<file path="config.mk">
export PLATFORM = sky130hd
export DESIGN_NAME = attribute_token_parser
export DESIGN_NICKNAME = d
export VERILOG_FILES = /design/src/rtl/atp_pkg.sv /design/src/rtl/attribute_token_parser.sv /design/src/rtl/atp_step.sv
export SDC_FILE = /design/constraint.sdc
export NUM_CORES = 1
export LEC_CHECK = 0
export BUFFER_PORTS_ARGS = -buffer_cell sky130_fd_sc_hd__buf_2
export CAP_MARGIN = 20
export CORE_MARGIN = 2
export CORE_UTILIZATION = 50
export DETAILED_ROUTE_END_ITERATION = 7
export PLACE_DENSITY = 0.73
export SYNTH_ARGS = -nofsm -noshare
export SYNTH_HDL_FRONTEND = slang
export SYNTH_SLANG_ARGS = --single-unit
</file>
<file path="constraint.sdc">
create_clock -name clock -period 6.2 [get_ports clock]
set_input_delay 1.24 -clock clock [delete_from_list [all_inputs] [get_ports clock]]
set_output_delay 1.24 -clock clock [all_outputs]
set_load 0.05 [all_outputs]
</file>
<file path="src/rtl/atp_pkg.sv">
// Shared types and constants for the attribute token parser.
// Token kind, role, completion and status codes, plus the parser phase type.
// No dependencies.
`timescale 1ns / 1ps
`default_nettype none

package atp_pkg;

   localparam int IndexWidth = 16;
   localparam int KindWidth  = 4;

   typedef enum logic [3:0] {
      KIND_OTHER  = 4'd0,
      KIND_AT     = 4'd1,
      KIND_IDENT  = 4'd2,
      KIND_LPAREN = 4'd3,
      KIND_RPAREN = 4'd4,
      KIND_EQUAL  = 4'd5,
      KIND_COMMA  = 4'd6,
      KIND_STRING = 4'd7,
      KIND_NUMBER = 4'd8,
      KIND_FALSE  = 4'd9,
      KIND_TRUE   = 4'd10,
      KIND_SLASH  = 4'd11,
      KIND_STAR   = 4'd12,
      KIND_PLUS   = 4'd13,
      KIND_MINUS  = 4'd14
   } kind_type;

   typedef enum logic [2:0] {
      ROLE_OUTSIDE = 3'd0,
      ROLE_MARKER  = 3'd1,
      ROLE_NAME    = 3'd2,
      ROLE_OPEN    = 3'd3,
      ROLE_CLOSE   = 3'd4,
      ROLE_ELEMENT = 3'd5
   } role_type;

   typedef enum logic [1:0] {
      DONE_NONE   = 2'd0,
      DONE_BEFORE = 2'd1,
      DONE_WITH   = 2'd2
   } done_type;

   typedef enum logic [1:0] {
      STATUS_OK        = 2'd0,
      STATUS_BAD_NAME  = 2'd1,
      STATUS_BAD_PARAM = 2'd2,
      STATUS_OVERFLOW  = 2'd3
   } status_type;

   typedef enum logic [3:0] {
      PHASE_SEARCH    = 4'b0001,
      PHASE_NAME      = 4'b0010,
      PHASE_LIST_OPEN = 4'b0100,
      PHASE_IN_LIST   = 4'b1000
   } phase_type;

   typedef struct packed {
      phase_type phase;
      logic      halted;
   } ctrl_type;

   typedef struct packed {
      role_type   role;
      done_type   done;
      status_type status;
   } result_type;

endpackage

`default_nettype wire

</file>
<file path="src/rtl/attribute_token_parser.sv">
// Top level of the attribute token parser: input register, parser state and
// result register. Depends on atp_pkg and atp_step.
//
// Tokens arrive on the req_ channel, one transaction per classified token,
// and each produces exactly one transaction on the rsp_ channel carrying the
// echoed index, the token's role, attribute completion and an error status.
// A transaction is taken at a rising edge where valid is high and stall is low.
// A token is captured in the input register; once the result register is free,
// its result is written to the result register while the parser phase,
// parenthesis depth and halt flag are updated.
// Throughput is one token per cycle while rsp_stall is low; the only loop is
// the state update in the step logic. The input register keeps filling while
// a result waits to be taken, so req_stall rises only when both registers are
// full and rsp_stall is high. A stalled result holds its value.
// Reset clears both valid flags, puts the parser in the marker search phase,
// zeroes the depth and clears the halt flag. A token with start_of_stream set
// does the same for the parser state, not the valid flags, before it is handled.
`timescale 1ns / 1ps
`default_nettype none

module attribute_token_parser
   import atp_pkg::*;
#(
   parameter int MAX_DEPTH = 15
) (
   input  wire logic                  clock,
   input  wire logic                  reset,
   input  wire logic                  req_valid,
   output logic                       req_stall,
   input  wire logic [KindWidth-1:0]  req_token_kind,
   input  wire logic [IndexWidth-1:0] req_token_index,
   input  wire logic                  req_start_of_stream,
   output logic                       rsp_valid,
   input  wire logic                  rsp_stall,
   output logic [IndexWidth-1:0]      rsp_index_out,
   output logic [2:0]                 rsp_role,
   output logic [1:0]                 rsp_attr_done,
   output logic [1:0]                 rsp_status
);

   localparam int DepthBits = $clog2(MAX_DEPTH + 1);

   logic                  in_valid_ff;
   logic [KindWidth-1:0]  in_kind_ff;
   logic [IndexWidth-1:0] in_index_ff;
   logic                  in_sos_ff;

   ctrl_type              ctrl_ff;
   ctrl_type              ctrl_in;
   logic [DepthBits-1:0]  depth_ff;
   logic [DepthBits-1:0]  depth_in;

   logic                  out_valid_ff;
   logic [IndexWidth-1:0] out_index_ff;
   result_type            out_result_ff;
   result_type            result_in;

   logic                  out_free;
   logic                  advance;
   logic                  accept;

   assign out_free  = !out_valid_ff || !rsp_stall;
   assign advance   = in_valid_ff && out_free;
   assign req_stall = in_valid_ff && !out_free;
   assign accept    = req_valid && !req_stall;

   atp_step #(
      .MAX_DEPTH (MAX_DEPTH),
      .DEPTH_BITS(DepthBits)
   ) u_step (
      .kind           (in_kind_ff),
      .start_of_stream(in_sos_ff),
      .ctrl_cur       (ctrl_ff),
      .depth_cur      (depth_ff),
      .ctrl_next      (ctrl_in),
      .depth_next     (depth_in),
      .result         (result_in)
   );

   always_ff @(posedge clock) begin
      if (reset) begin
         in_valid_ff <= 1'b0;
      end else if (accept) begin
         in_valid_ff <= 1'b1;
      end else if (advance) begin
         in_valid_ff <= 1'b0;
      end
   end

   always_ff @(posedge clock) begin
      if (accept) begin
         in_kind_ff  <= req_token_kind;
         in_index_ff <= req_token_index;
         in_sos_ff   <= req_start_of_stream;
      end
   end

   always_ff @(posedge clock) begin
      if (reset) begin
         ctrl_ff.phase  <= PHASE_SEARCH;
         ctrl_ff.halted <= 1'b0;
         depth_ff       <= '0;
      end else if (advance) begin
         ctrl_ff  <= ctrl_in;
         depth_ff <= depth_in;
      end
   end

   always_ff @(posedge clock) begin
      if (reset) begin
         out_valid_ff <= 1'b0;
      end else if (out_free) begin
         out_valid_ff <= in_valid_ff;
      end
   end

   always_ff @(posedge clock) begin
      if (advance) begin
         out_index_ff  <= in_index_ff;
         out_result_ff <= result_in;
      end
   end

   assign rsp_valid     = out_valid_ff;
   assign rsp_index_out = out_index_ff;
   assign rsp_role      = out_result_ff.role;
   assign rsp_attr_done = out_result_ff.done;
   assign rsp_status    = out_result_ff.status;

endmodule

`default_nettype wire

</file>
<file path="src/rtl/atp_step.sv">
// Combinational next-state and result logic for one token of the parser.
// Depends on atp_pkg for the code and phase types.
`timescale 1ns / 1ps
`default_nettype none

module atp_step
   import atp_pkg::*;
#(
   parameter int MAX_DEPTH  = 15,
   parameter int DEPTH_BITS = 4
) (
   input  wire logic [KindWidth-1:0]  kind,
   input  wire logic                  start_of_stream,
   input  wire ctrl_type              ctrl_cur,
   input  wire logic [DEPTH_BITS-1:0] depth_cur,
   output ctrl_type                   ctrl_next,
   output logic [DEPTH_BITS-1:0]      depth_next,
   output result_type                 result
);

   localparam logic [DEPTH_BITS-1:0] MaxDepthVal = DEPTH_BITS'(MAX_DEPTH);
   localparam logic [DEPTH_BITS-1:0] DepthOne    = DEPTH_BITS'(1);

   ctrl_type                ctrl_base;
   logic [DEPTH_BITS-1:0]   depth_base;
   logic [DEPTH_BITS-1:0]   depth_dec;
   phase_type               scan_phase;
   logic                    opened;
   logic                    is_other;

   assign is_other = (kind == KIND_OTHER) || (kind > KIND_MINUS);

   always_comb begin
      ctrl_base  = ctrl_cur;
      depth_base = depth_cur;
      if (start_of_stream) begin
         ctrl_base.phase  = PHASE_SEARCH;
         ctrl_base.halted = 1'b0;
         depth_base       = '0;
      end

      ctrl_next     = ctrl_base;
      depth_next    = depth_base;
      depth_dec     = depth_base;
      result.role   = ROLE_OUTSIDE;
      result.done   = DONE_NONE;
      result.status = STATUS_OK;
      scan_phase    = ctrl_base.phase;
      opened        = 1'b0;

      if (!ctrl_base.halted) begin
         if (ctrl_base.phase == PHASE_LIST_OPEN) begin
            if (kind == KIND_LPAREN) begin
               result.role     = ROLE_OPEN;
               depth_next      = DepthOne;
               ctrl_next.phase = PHASE_IN_LIST;
               opened          = 1'b1;
            end else begin
               result.done     = DONE_BEFORE;
               ctrl_next.phase = PHASE_SEARCH;
               scan_phase      = PHASE_SEARCH;
            end
         end

         if (!opened) begin
            case (scan_phase)
               PHASE_SEARCH: begin
                  if (kind == KIND_AT) begin
                     result.role     = ROLE_MARKER;
                     ctrl_next.phase = PHASE_NAME;
                  end
               end
               PHASE_NAME: begin
                  if (kind == KIND_IDENT) begin
                     result.role     = ROLE_NAME;
                     ctrl_next.phase = PHASE_LIST_OPEN;
                  end else begin
                     result.status    = STATUS_BAD_NAME;
                     ctrl_next.halted = 1'b1;
                  end
               end
               PHASE_IN_LIST: begin
                  if (kind == KIND_RPAREN) begin
                     result.role = ROLE_CLOSE;
                     if (depth_base != '0) begin
                        depth_dec = depth_base - DepthOne;
                     end
                     depth_next = depth_dec;
                     if (depth_dec == '0) begin
                        result.done     = DONE_WITH;
                        ctrl_next.phase = PHASE_SEARCH;
                     end
                  end else if (kind == KIND_LPAREN) begin
                     if (depth_base >= MaxDepthVal) begin
                        result.status    = STATUS_OVERFLOW;
                        ctrl_next.halted = 1'b1;
                     end else begin
                        result.role = ROLE_OPEN;
                        depth_next  = depth_base + DepthOne;
                     end
                  end else if (is_other) begin
                     result.status    = STATUS_BAD_PARAM;
                     ctrl_next.halted = 1'b1;
                  end else begin
                     result.role = ROLE_ELEMENT;
                  end
               end
               default: begin
               end
            endcase
         end
      end
   end

endmodule

`default_nettype wire
</file>
==> results.sh <==
export IMPL_htree_levels=2
export IMPL_ctsResizeCount=0
export IMPL_drt_wirelength_per_cell_um=15.2
export IMPL_fin_setup_tns_ns=0
export IMPL_syn_avg_cell_area_um2=11.8
export IMPL_yosysUniqueCellTypes=54
export IMPL_drive_above_1_share_pct=26.6
export IMPL_path_clk_slew_ns=0.10
export IMPL_seqPwrFrac_pct=61.5
export IMPL_r2r_slack_ns=3.52
export IMPL_total_power_mw=0.694
export IMPL_slew_headroom_pct=33.3
export IMPL_intPower_mw=0.517
export IMPL_ir_drop_mv=0.204
export IMPL_core_area_mm2=0.00501
export IMPL_clockBufferDepth=2
export IMPL_vias_per_cell=5.66
export IMPL_required_ns=4.96
export IMPL_initial_utilization_pct=51.0
export IMPL_drtIter0Drc=236
export IMPL_switchingPower_mw=0.176
export IMPL_final_seq_area_mm2=0.00154
export IMPL_grt_pass1_vias=1635
export IMPL_synth_seq_area_share_pct=60.3
export IMPL_combPwrFrac_pct=9.9
export IMPL_routed_wl_um=5050
export IMPL_ys_top_cells_by_area="edfxtp_1 (52%), dfxtp_1 (8.6%), a21oi_1 (3.1%)"
export IMPL_p_leak_nw=1.07
export IMPL_drv_slew=0
export IMPL_async_reset_ff_share_pct=0
export IMPL_drt_first_pass_iters=5
export IMPL_outcome="complete, no violations"
export IMPL_die_area_mm2=0.00570
export IMPL_syn_nets=244
export IMPL_p_clk_share_pct=28.5
export IMPL_hold_path_class="register to register"
export IMPL_drv_cap=0
export IMPL_rsz0062_at_grt="false"
export IMPL_nNetsFinal=289
export IMPL_worst_pin_slew_ns=0.996
export IMPL_clk_latency_ns=0.31
export IMPL_hpwl_um=3520
export IMPL_critPathLaunchType="input pin"
export IMPL_hold_slack_ns=0.425
export IMPL_cts_tree="built"
export IMPL_gr_total_overflow=0
export IMPL_synth_top_cell_by_area="edfxtp_1"
export IMPL_io_buffers=49
export IMPL_routabilityCongestion=0.866
export IMPL_syn_area_mm2=0.00256
export IMPL_ys_warn_count=0
export IMPL_netlist_instances=217
export IMPL_critPathCaptureType="primary output"
export IMPL_fillers=433
export IMPL_antenna_left=0
export IMPL_ioPinCount=50
export IMPL_vias=1884
export IMPL_n_antenna_cell=0
export IMPL_multiInputGateArea_um2=902
export IMPL_synth_ff_type="edfxtp_1"
export IMPL_rows=26
export IMPL_post_cts_buffers=0
export IMPL_synthToLayoutAreaGrowth_pct=13.8
export IMPL_crit_path_max_fanout=3
export IMPL_fin_skew_ns=0.0103
export IMPL_cts_sinks=55
export IMPL_grt_use_total_pct=18.7
export IMPL_grt_max_degree=29
export IMPL_path_class="input pin to primary output"
export IMPL_synth_top_area_share_pct=51.7
export IMPL_die_height_um=75.5
export IMPL_setup_violations_final=0
export IMPL_synth_edff_count=44
export IMPL_die_w_um=75.5
export IMPL_fmax_ghz=0.324
export IMPL_grt_pass1_wl_um=7870
export IMPL_antenna_found_initial=0
export IMPL_ys_seq_elements=55
export IMPL_drc=0
export IMPL_period_minus_slack_ns=3.09
export IMPL_cts_hold_buffers=0
export IMPL_hold_viol_final=0
export IMPL_cp_arrival_ns=1.85
export IMPL_root_buffer="clkbuf_8"
export IMPL_cts_made_buffers=5
export IMPL_p_sw_share_pct=25.4
export IMPL_fin_crit_sh_pct=49.8
export IMPL_powerDensity_mw_per_mm2=238
[registers in the layout (all words and copies together), names as in the netlist]
name / cells
rsp_status: 2
rsp_index_out: 16
ctrl_ff: 5
in_valid_ff: 1
in_sos_ff: 1
rsp_role: 3
depth_ff: 4
in_index_ff: 16
in_kind_ff: 4
rsp_attr_done: 2
rsp_valid: 1
[synthesized netlist by cell type, drive strengths merged (2+ instances only)]
library cell  count
nand3b            2
o311ai            2
a211oi            2
nor4b             4
nand3             6
nor3             10
nor2b             3
clkbuf            4
o21a              4
nor3b             3
dfxtp            11
o21ai            12
o22ai             3
xor2              2
a211o             2
nand2            14
nor2             16
o211ai            2
inv               9
and2              3
ha                2
a31oi             5
a21oi            17
buf               8
o32ai             2
a21o              2
nand2b            2
edfxtp           44
and3              3
nand4             2
[area by class of cell]
cell class	instances	share of cell area (%)
clock buffer	5	2.37
clock inverter	3	0.774
inverter	9	1.16
multi-input combinational	141	31.0
sequential	55	53.0
tap	70	3.01
timing repair buffer	50	8.69
[per-stage QoR]
stage	area, um^2	utilization (%)	worst slack (ns)	instances
2_1_floorplan	2560	-	2.50	217
3_3_place_gp	2820	56.2	3.14	325
3_5_place_dp	2820	56.2	3.12	325
4_1_cts	2910	58.1	3.11	333
5_1_grt	2910	58.1	3.09	333
6_report	2910	58.1	3.11	333
[path summary, 6_finish.rpt]
check,start,end,depth (start not counted)
worst max-delay path,rsp_stall,req_stall,3
worst min-delay path,in_index_ff[0]$_DFFE_PP_,rsp_index_out[0]$_DFFE_PP_,0
worst max register to register,in_sos_ff$_DFFE_PP_,depth_ff[3]$_SDFFE_PP0P_,9
worst min register to register,in_index_ff[0]$_DFFE_PP_,rsp_index_out[0]$_DFFE_PP_,0
[cell usage in the layout (no fill, tap or decap), types with 3 or more instances in the layout]
cell and count:
buf_2 49, edfxtp_1 44, nor2_1 16, a21oi_1 16, nand2_1 14, o21ai_0 12
dfxtp_1 11, nor3_1 10, inv_1 9, nand3_1 6, clkbuf_8 5, nor4b_1 4
o21a_1 4, a31oi_1 4, nor3b_1 3, and2_1 3, o22ai_1 3
[worst max-delay path, cell delays in order]
cell,delay [ns]
buf_2,0.10
and3_1,0.22
buf_2,0.28
[layer usage]
metal	track usage [%]	part of all wire, %
met1	23.5	40
met2	30.0	52
met5	0	0
met3	6.35	7.3
met4	7.21	1.1
[power groups by stage]
stage          Clock, mW  Combinational (mW)  Sequential [mW]
2_1_floorplan          0              0.0286            0.455
3_3_place_gp           0              0.0673            0.434
3_5_place_dp           0              0.0687            0.435
4_1_cts            0.201              0.0691            0.427
5_1_grt            0.217              0.0748            0.429
6_report           0.198              0.0690            0.427
[cells by family after synthesis]
kind of cell,Yosys count,synth area share (%)
AND/OR/NAND/NOR,74,16.1
AO/OA/AOI/OAI,63,17.3
flip-flops,55,60.3
buffers and inverters,21,4.65
XOR/XNOR,2,0.685
adder cells (fa/ha/maj),2,0.979
(Power assumes the default switching activity.)
